$ cat config.mk
export PLATFORM = sky130hd
export DESIGN_NAME = swts_ctrl
export DESIGN_NICKNAME = d
export VERILOG_FILES = /design/src/swts_pkg.sv /design/src/swts_ctrl.sv
export SDC_FILE = /design/constraint.sdc
export NUM_CORES = 1
export LEC_CHECK = 0
export ABC_AREA = 1
export ABC_CLOCK_PERIOD_IN_PS = 1650
export BUFFER_PORTS_ARGS = -buffer_cell sky130_fd_sc_hd__buf_2
export CAP_MARGIN = 20
export CORE_AREA = 2 2 39 41
export CTS_BUF_LIST = sky130_fd_sc_hd__clkbuf_4
export CTS_CLUSTER_DIAMETER = 150
export DETAILED_ROUTE_END_ITERATION = 8
export DIE_AREA = 0 0 41 43
export GPL_TIMING_DRIVEN = 0
export HOLD_SLACK_MARGIN = 0.05
export PLACE_DENSITY_LB_ADDON = 0.25
export REMOVE_ABC_BUFFERS = 1
export SYNTH_ARGS = -nofsm -noshare
export SYNTH_HDL_FRONTEND = slang
export SYNTH_SLANG_ARGS = --single-unit
$ cat constraint.sdc
create_clock -name clock -period 1.65 [get_ports clock]
set_input_delay 0.0825 -clock clock [delete_from_list [all_inputs] [get_ports clock]]
set_output_delay 0.0825 -clock clock [all_outputs]
set_load 0.005 [all_outputs]
$ cat src/swts_pkg.sv
package swts_pkg;

   // default history depth
   localparam int DEFAULT_DEPTH = 64;

   // field widths
   localparam int VALUE_W  = 32;
   localparam int TIME_W   = 48;
   localparam int LENGTH_W = 7;
   localparam int SUM_W    = 38;
   localparam int STATUS_W = 2;

   // max_window register reset value
   localparam logic [LENGTH_W-1:0] MAX_WINDOW_RESET = 7'd64;

   // transaction kinds
   localparam logic KIND_PUSH  = 1'b0;
   localparam logic KIND_QUERY = 1'b1;

   // result status codes
   localparam logic [STATUS_W-1:0] STATUS_OK      = 2'd0;
   localparam logic [STATUS_W-1:0] STATUS_INVALID = 2'd1;
   localparam logic [STATUS_W-1:0] STATUS_EMPTY   = 2'd2;

   typedef struct packed {
      logic                kind;
      logic [VALUE_W-1:0]  sample_value;
      logic [TIME_W-1:0]   sample_start;
      logic [TIME_W-1:0]   sample_end;
      logic [LENGTH_W-1:0] window_length;
   } req_payload_type;

   typedef struct packed {
      logic [SUM_W-1:0]    sum_value;
      logic [TIME_W-1:0]   window_start;
      logic [TIME_W-1:0]   window_end;
      logic [STATUS_W-1:0] status;
   } rsp_payload_type;

   // one history entry
   typedef struct packed {
      logic [VALUE_W-1:0] value;
      logic [TIME_W-1:0]  start;
      logic [TIME_W-1:0]  stop;
   } entry_type;

   typedef enum logic [1:0] {
      ST_IDLE,
      ST_ISSUE,
      ST_LAST,
      ST_RESULT
   } state_type;

   // controller to datapath
   typedef struct packed {
      logic accept_push;
      logic accept_query;
      logic issue;
      logic load_rsp;
   } cmd_type;

   // datapath to controller
   typedef struct packed {
      logic query_ok;
      logic last_issue;
      logic rsp_free;
   } stat_type;

endpackage

$ cat src/swts_ctrl.sv
module swts_ctrl (
   input  logic                clock,
   input  logic                reset,
   input  logic                req_valid,
   input  logic                req_kind,
   output logic                req_stall,
   input  swts_pkg::stat_type  stat,
   output swts_pkg::cmd_type   cmd
);

   swts_pkg::state_type state_ff;
   swts_pkg::state_type state_in;

   // state register
   always_ff @(posedge clock) begin
      if (reset) begin
         state_ff <= swts_pkg::ST_IDLE;
      end else begin
         state_ff <= state_in;
      end
   end

   // next state and commands
   always_comb begin
      state_in  = state_ff;
      cmd       = '0;
      req_stall = 1'b1;
      case (state_ff)
         swts_pkg::ST_IDLE: begin
            req_stall = 1'b0;
            if (req_valid) begin
               if (req_kind == swts_pkg::KIND_PUSH) begin
                  cmd.accept_push = 1'b1;
               end else begin
                  cmd.accept_query = 1'b1;
                  state_in = stat.query_ok ? swts_pkg::ST_ISSUE : swts_pkg::ST_RESULT;
               end
            end
         end
         swts_pkg::ST_ISSUE: begin
            cmd.issue = 1'b1;
            if (stat.last_issue) begin
               state_in = swts_pkg::ST_LAST;
            end
         end
         swts_pkg::ST_LAST: begin
            state_in = swts_pkg::ST_RESULT;
         end
         swts_pkg::ST_RESULT: begin
            if (stat.rsp_free) begin
               cmd.load_rsp = 1'b1;
               state_in = swts_pkg::ST_IDLE;
            end
         end
         default: begin
            state_in = swts_pkg::ST_IDLE;
         end
      endcase
   end

   // walk always ends through the drain state
   a_last_after_issue: assert property (@(posedge clock) disable iff (reset)
      (state_ff == swts_pkg::ST_LAST) |-> $past(state_ff == swts_pkg::ST_ISSUE))
      else $error("drain state not preceded by issue");

   // a result waiting on a free output leaves on the next edge
   a_result_leaves: assert property (@(posedge clock) disable iff (reset)
      (state_ff == swts_pkg::ST_RESULT && stat.rsp_free) |=> (state_ff == swts_pkg::ST_IDLE))
      else $error("result state did not return to idle");

   // nothing enters during a walk
   a_no_accept_busy: assert property (@(posedge clock) disable iff (reset)
      (state_ff != swts_pkg::ST_IDLE) |-> !(cmd.accept_push || cmd.accept_query))
      else $error("transaction accepted while busy");

endmodule

After elaboration in Yosys (flattened, before gate mapping)
Cells that the tools add are included.

Equality and inequality tests: 7. Multiplexer cells: 14. Reductions and logical operators: 2.

Operators with widths (count): 2-to-1 mux 2 bit (7); inequality test 2 bit (second input constant) (4); case mux 2 bit (4 select lines) (1); 2-to-1 mux 1 bit (6); == test 2 bit (second input constant) (2); AND reduction 4 bit (1); == test 2 x 1 -> 1 bit (second input constant) (1); logical NOT 2 bit (1).

Bits in registers: 2. Input bits: 7. Output and inout port bits: 5. Word-level logic and storage cells: 24.

Longest topological paths before layout
Gate-level depths: netlist of the first run.

Word-level depth: 4. Gate-level depth with buffers: 7. Gate-level depth less buffers: 7.

Worst setup path after synthesis of the first run
Ideal clock, no wire load.

Path kind: register to register. Start: register state_ff[0]. End: register state_ff[1]. Setup time: 0.113 ns. Arrival: 0.914 ns. Required time: 1.537 ns. Setup slack: 0.623 ns. Stages on the path, launching flop included: 7. Path buffers: 0. Period minus slack after synthesis: 1.027 ns. Cell sequence: dfxtp_1 > inv_1 > ha_1 > nand2_1 > o21ai_1 > nor2_1 > nor2_1.

Word-level cells in the longest chain between the ends: 3. Elaborated cells on any way between the ends: 10. Classes of those cells: eq/ne: 7; mux: 1; reduce/logical: 2.

RTL lines: start: declaration (line swts_ctrl.sv:11) `swts_pkg::state_type state_ff;`; start signal: assignment (line swts_ctrl.sv:17) `state_ff <= swts_pkg::ST_IDLE;`; start signal: assignment (line swts_ctrl.sv:19) `state_ff <= state_in;`; == test 2 x 1 -> 1 bit (tied with other cells) (line swts_ctrl.sv:28) `case (state_ff)`; inequality test 2 bit (no source line); AND reduction 4 bit (no source line).

Parallel ways exist; a longest one is shown, timed or not. A chain may end at the register's enable or synchronous reset.

==> results of run 1 <==
[through the flow]
stage                     instance area, um2  std cells
after CTS                              295.3         62
after global placement                 272.8         59
final                                  295.3         62
after floorplan                        197.7         32
after global routing                   295.3         62
after detailed placement               272.8         59
[where the power goes]
group          internal, W  switching, W  total [W]
Sequential       0.0000703     0.0000156  0.0000859
Combinational     0.000105      0.000141   0.000246
Clock            0.0000802     0.0000273   0.000107
Total             0.000256      0.000184   0.000440
[routing by layer]
layer,vias to the layer above,GRT usage (%),wire length [um]
met4,0,6.000,0
met3,0,7.853,45
met2,8,5.313,143
li1,124,-,-
met1,76,6.709,199
met5,-,0,0
[worst min path at each step]
stage | to | start | cells after the start
finish | state_ff[1] | reset | 4
global route | state_ff[0] | reset | 4
CTS | state_ff[1] | reset | 4
detailed placement | state_ff[1] | reset | 4
global placement | state_ff[1] | reset | 4
floorplan | cmd[3] | req_kind | 1
[cell usage in the layout, fill, tap and decap left out]
cell type	count
inv_1	6
nand2_1	10
a21oi_1	1
nand3_1	1
o21ai_1	1
nand3_2	1
ha_1	4
dfxtp_1	2
inv_2	1
buf_2	11
nor2_1	5
clkbuf_4	3
[critical path, delay by kind of cell, from the launching register on]
kind                       cells  cell delay (ps)
adders and majority gates      1              250
buffers and inverters          3              280
DFF                            1              340
and+or+nand+nor                1               40
[final cells by class]
cell class,count,area share (%)
flip-flops and latches,2,13.56
multi-input cells,23,44.49
clock buffers,3,7.627
repair buffers,11,18.64
well taps,16,6.780
inverters,7,8.898
[cells by family (layout without fill, tap and decap cells)]
| family | Yosys count | after routing |
|---|---|---|
| and+or+nand+nor | 17 | 17 |
| adders and majority gates | 4 | 4 |
| buffers and inverters | 7 | 21 |
| AOI/OAI and AO/OA | 2 | 2 |
| DFF | 2 | 2 |
==> reports/results.ini, run 1 <==
[floorplan]
initial_utilization_pct=14.29
rows=14
die_w_um=41
core_area_um2=1384
die-area_um2=1763
die-height_um=43
io_pins=12

[final_layout]
multi_input_area_um2=131.4
final_core_util_pct=21.34
synthToLayoutAreaGrowth_pct=49.37
largest_register=state_ff
fill_cells=161
largest_reg_flops=2
reg_top3=state_ff (2)
final_nets=59
seq_area_um2=40.04
drive_gt1_share_pct=34.78
antenna_cells=0

[route]
wl_per_cell_um=6.258
drc=0
dr_total_vias=208
dr.pass1.iters=2
drt-total-wl_um=388
initialDrtViolationCount=2
vias_per_cell=3.355
ant_nets=0

[sta]
finClkSkew_ps=1.800
rsz0062_at_grt=no
period_minus_slack_ps=1226
tns_ps=0
tightest_slew_ps=157.0
final_max_slew_viol_count=0
worst_slew_margin_rel_pct=89.54
setup_viol=0
fin_hold_ws_ps=104.2
hold_viol=0
final.setup.worst_slack_ps=423.6
max_freq_mhz=815.4
fin_crit_sh_pct=74.33

[worst_setup_path]
crit_path_end_kind=primary output
cp_max_fo=4
r2r_slack_ps=540
crit_end=cmd[2]
worst-r2r-cell-count=6
reg2reg_from=state_ff[0]
cp_slowest_stage_delay_ps=340
r2r-end=state_ff[1]
cp.required_ps=1570
cp_slowest_cell=dfxtp_1
cp_data_arrival_time_ps=1140
startpoint_type=flop
crit_chain=inv_1 > ha_1 > inv_2 > nor2_1 > buf_2
crit_start=state_ff[0]
worstSetupPathType=flop to primary output

[yosys]
synthAdderAreaFrac_pct=25.32
synthSimpleGateAreaFrac_pct=36.08
ys_ff_latch=2
yosysUniqueCellTypes=10
async_flop_share_pct=0
synth.area.top_cells=ha_1 25%, dfxtp_1 20%, nand2_1 19%
synth_top_family_by_area=simple AND/OR/NAND/NOR gates
synth_compound_area_share_pct=5.063
synth_xor_area_share_pct=0
synth_edf_count=0
syn-mean-instance-area_um2=6.178
syn_area_um2=197.7
synth.top_cell.area_share_pct=25.32
yosysMostFrequentCell=nand2_1
synth_common_cells=10 x nand2_1, 6 x inv_1, 5 x nor2_1
synthMuxAreaShare_pct=0
synth_top_area_cell=ha_1
ys.flop_type=dfxtp_1
synth_warnings=0
ys_seq_area_share_pct=20.25
synth_cells=32

[power_and_ir_drop]
ir_worst_vdd_v=0.0003653
p_leak_nw=0.1901
power_w=0.0004396
power.density_nw_per_um2=1489

[cts]
clock_path_buffers=2
clock-sinks=2
cts_resized=0
clk_pin_slew_ps=30
cts_root_buffer=clkbuf_4
clk_latency_ps=220
postCtsHoldBufs=0
cts_buffers=3
cts_htree_levels=1
post_cts_buffers=0
cts_tree=yes

[placement]
gp_congestion=0.6392
portBuffers=11
pre_cts_slack_ps=528.9

[hold_path]
holdCritPathClass=input port to flop

[global_routing]
grt_usage_pct=6.212
first_global_vias=167
grt_max_degree=5
grt_pass1_wl_um=600
antenna_found_initial=0
overflow=0

[run_status]
status=finished clean

[run]
maxCapViolations=0

Power figures use the tool's default switching activity.
==> run 2: changes to the inputs <==
--- a/config.mk
+++ b/config.mk
@@ -6,7 +6,7 @@
 export NUM_CORES = 1
 export LEC_CHECK = 0
 export ABC_AREA = 1
-export ABC_CLOCK_PERIOD_IN_PS = 1650
+export ABC_CLOCK_PERIOD_IN_PS = 1200
 export BUFFER_PORTS_ARGS = -buffer_cell sky130_fd_sc_hd__buf_2
 export CAP_MARGIN = 20
 export CORE_AREA = 2 2 39 41
==> constraint.sdc (replaced) <==
create_clock -name clock -period 1.2 [get_ports clock]
set_input_delay 0.06 -clock clock [delete_from_list [all_inputs] [get_ports clock]]
set_output_delay 0.06 -clock clock [all_outputs]
set_load 0.005 [all_outputs]
==> run 2 against run 1 <==
  * Register-to-register slack got worse by 400 ps
  * Via count increased by 7.7%
  * Largest power group unchanged
  * Sequential share of layout area decreased by 1.3 points
  * Highest routed layer unchanged
  * Die area unchanged
  * Critical path type unchanged
==> reports/results.ini, run 2 (same netlist as run 1, synthesis figures left out) <==
[run_status]
status=finished clean

[worst_setup_path]
startpoint_type=flop
r2r-end=state_ff[1]
cp.required_ps=1140  ; -430 ps
crit_path_end_kind=primary output
cp_max_fo=4  ; unchanged
cp_data_arrival_time_ps=1050  ; -90 ps
r2r_slack_ps=140  ; -400 ps
worstSetupPathType=flop to primary output
worst-r2r-cell-count=6  ; unchanged
reg2reg_from=state_ff[1]

[route]
drc=0  ; unchanged
dr.pass1.iters=2  ; unchanged
dr_total_vias=224  ; +7.7%
wl_per_cell_um=6.484  ; +3.6%
initialDrtViolationCount=3  ; +1
ant_nets=0  ; unchanged
vias_per_cell=3.500  ; +4.3%
drt-total-wl_um=415  ; +7.0%

[power_and_ir_drop]
p_leak_nw=0.1989  ; +4.6%
power.density_nw_per_um2=2138  ; +44%
ir_worst_vdd_v=0.0005482  ; +50%

[cts]
cts_htree_levels=1  ; unchanged
clock-sinks=2  ; unchanged
postCtsHoldBufs=0  ; unchanged
cts_buffers=3  ; unchanged
clock_path_buffers=2  ; unchanged
cts_tree=yes
clk_latency_ps=220  ; about the same
cts_root_buffer=clkbuf_4
clk_pin_slew_ps=30  ; about the same

[floorplan]
die-height_um=43  ; unchanged
rows=14  ; unchanged
core_area_um2=1384  ; unchanged
die_w_um=41  ; unchanged
die-area_um2=1763  ; unchanged
initial_utilization_pct=14.29  ; unchanged
io_pins=12  ; unchanged

[hold_path]
hold_path_depth=4  ; unchanged
worstHoldStart=reset
holdCritPathClass=input port to flop
worstHoldEndpoint=state_ff[1]

[placement]
gp_congestion=0.6392  ; unchanged
portBuffers=11  ; unchanged

[global_routing]
grt_pass1_wl_um=600  ; unchanged
first_global_vias=167  ; unchanged
overflow=0  ; unchanged
antenna_found_initial=0  ; unchanged
grt_usage_pct=6.212  ; unchanged
grt_max_degree=5  ; unchanged

[final_layout]
antenna_cells=0  ; unchanged
final_cell_mix=11 x buf_2, 10 x nand2_1, 4 x inv_1
largest_reg_flops=2  ; unchanged
final_nets=61  ; +3.4%
fill_cells=162  ; +0.62%
reg_top3=state_ff (2)
drive_gt1_share_pct=47.92  ; +13 points
final_core_util_pct=23.69  ; +2.4 points
largest_register=state_ff
synthToLayoutAreaGrowth_pct=65.82
final_common_cell=buf_2

[sta]
finClkSkew_ps=1.800  ; unchanged
setup_viol=0  ; unchanged
worst_slew_margin_rel_pct=91.64  ; +2.1 points
fin_crit_sh_pct=92.24
period_minus_slack_ps=1107
tns_ps=0  ; unchanged
rsz0062_at_grt=no
hold_viol=0  ; unchanged
tightest_slew_ps=125.3  ; -31.66 ps
max_freq_mhz=903.5
final_max_slew_viol_count=0  ; unchanged

[run]
maxCapViolations=0  ; unchanged

==> run 2: cell count changes in the layout (fill, tap and decap cells not counted) <==
| cell | delta |
|---|---|
| buf_4 | +2 |
| inv_2 | +2 |
| ha_1 | -1 |
| inv_1 | -2 |
| nor2_2 | +2 |
| ha_4 | +1 |
| nor2_1 | -2 |
==> run 2: worst max path at each step <==
stage             endpoint  cells after the start  slack, ps         from
5_1_grt             cmd[3]                      5         10  state_ff[0]
3_3_place_gp   state_ff[1]                      6         70  state_ff[0]
6_report            cmd[2]                      5         90  state_ff[0]
3_5_place_dp   state_ff[1]                      6         80  state_ff[0]
4_1_cts             cmd[2]                      5         10  state_ff[0]
2_1_floorplan  state_ff[1]                      6        170  state_ff[0]
==> run 2: per-layer routing <==
| layer | vias up | wire length (um) | share of wire, % | global-route usage (%) |
|---|---|---|---|---|
| met1 | 87 | 197 | 47 | 6.709 |
| met5 | - | 0 | 0 | 0 |
| met2 | 8 | 172 | 41 | 5.313 |
| met3 | 0 | 45 | 11 | 7.853 |
| met4 | 0 | 0 | 0 | 6.000 |
| li1 | 129 | - | - | - |
==> run 2: repair_timing <==
item | in CTS | in global routing
pin swaps | 0 | 1
endpoints found under the setup margin | 2 | 2
resized for setup | 1 | 5
buffers inserted | 0 | 2
==> run 2: cell type report <==
type,count,area [um2],area share [%]
repair buffers,13,70.07,21.37
well taps,16,20.02,6.107
clock buffers,3,22.52,6.870
inverters,7,26.28,8.015
flip-flops and latches,2,40.04,12.21
multi-input cells,23,148.9,45.42
==> run 2: critical path: stages, from the launching register on <==
cell and delay [ps]:
dfxtp_1 360, inv_2 70, ha_4 170, inv_2 70, nor2_2 40, buf_2 110
==> run 2: where the power goes <==
group / leakage [nW] / internal [W] / switching (W)
combinational: 0.168 / 0.000209 / 0.000221
sequential: 0.0166 / 0.0000966 / 0.0000265
clock: 0.0138 / 0.000110 / 0.0000375
==> run 2: metrics by stage <==
| stage | power (W) | hold slack (ps) | cells | area (um2) | worst slack [ps] |
|---|---|---|---|---|---|
| global route | 0.0007895 | 75.61 | 64 | 327.8 | 10.81 |
| CTS | 0.0006336 | 70.41 | 62 | 297.8 | 13.82 |
| finish | 0.0007010 | 81.58 | 64 | 327.8 | 93.17 |
| floorplan | 0.0003639 | 151.1 | 32 | 197.7 | 173.1 |
| detailed placement | 0.0004666 | 308.7 | 59 | 272.8 | 78.90 |
| global placement | 0.0004691 | 312.9 | 59 | 272.8 | 73.55 |
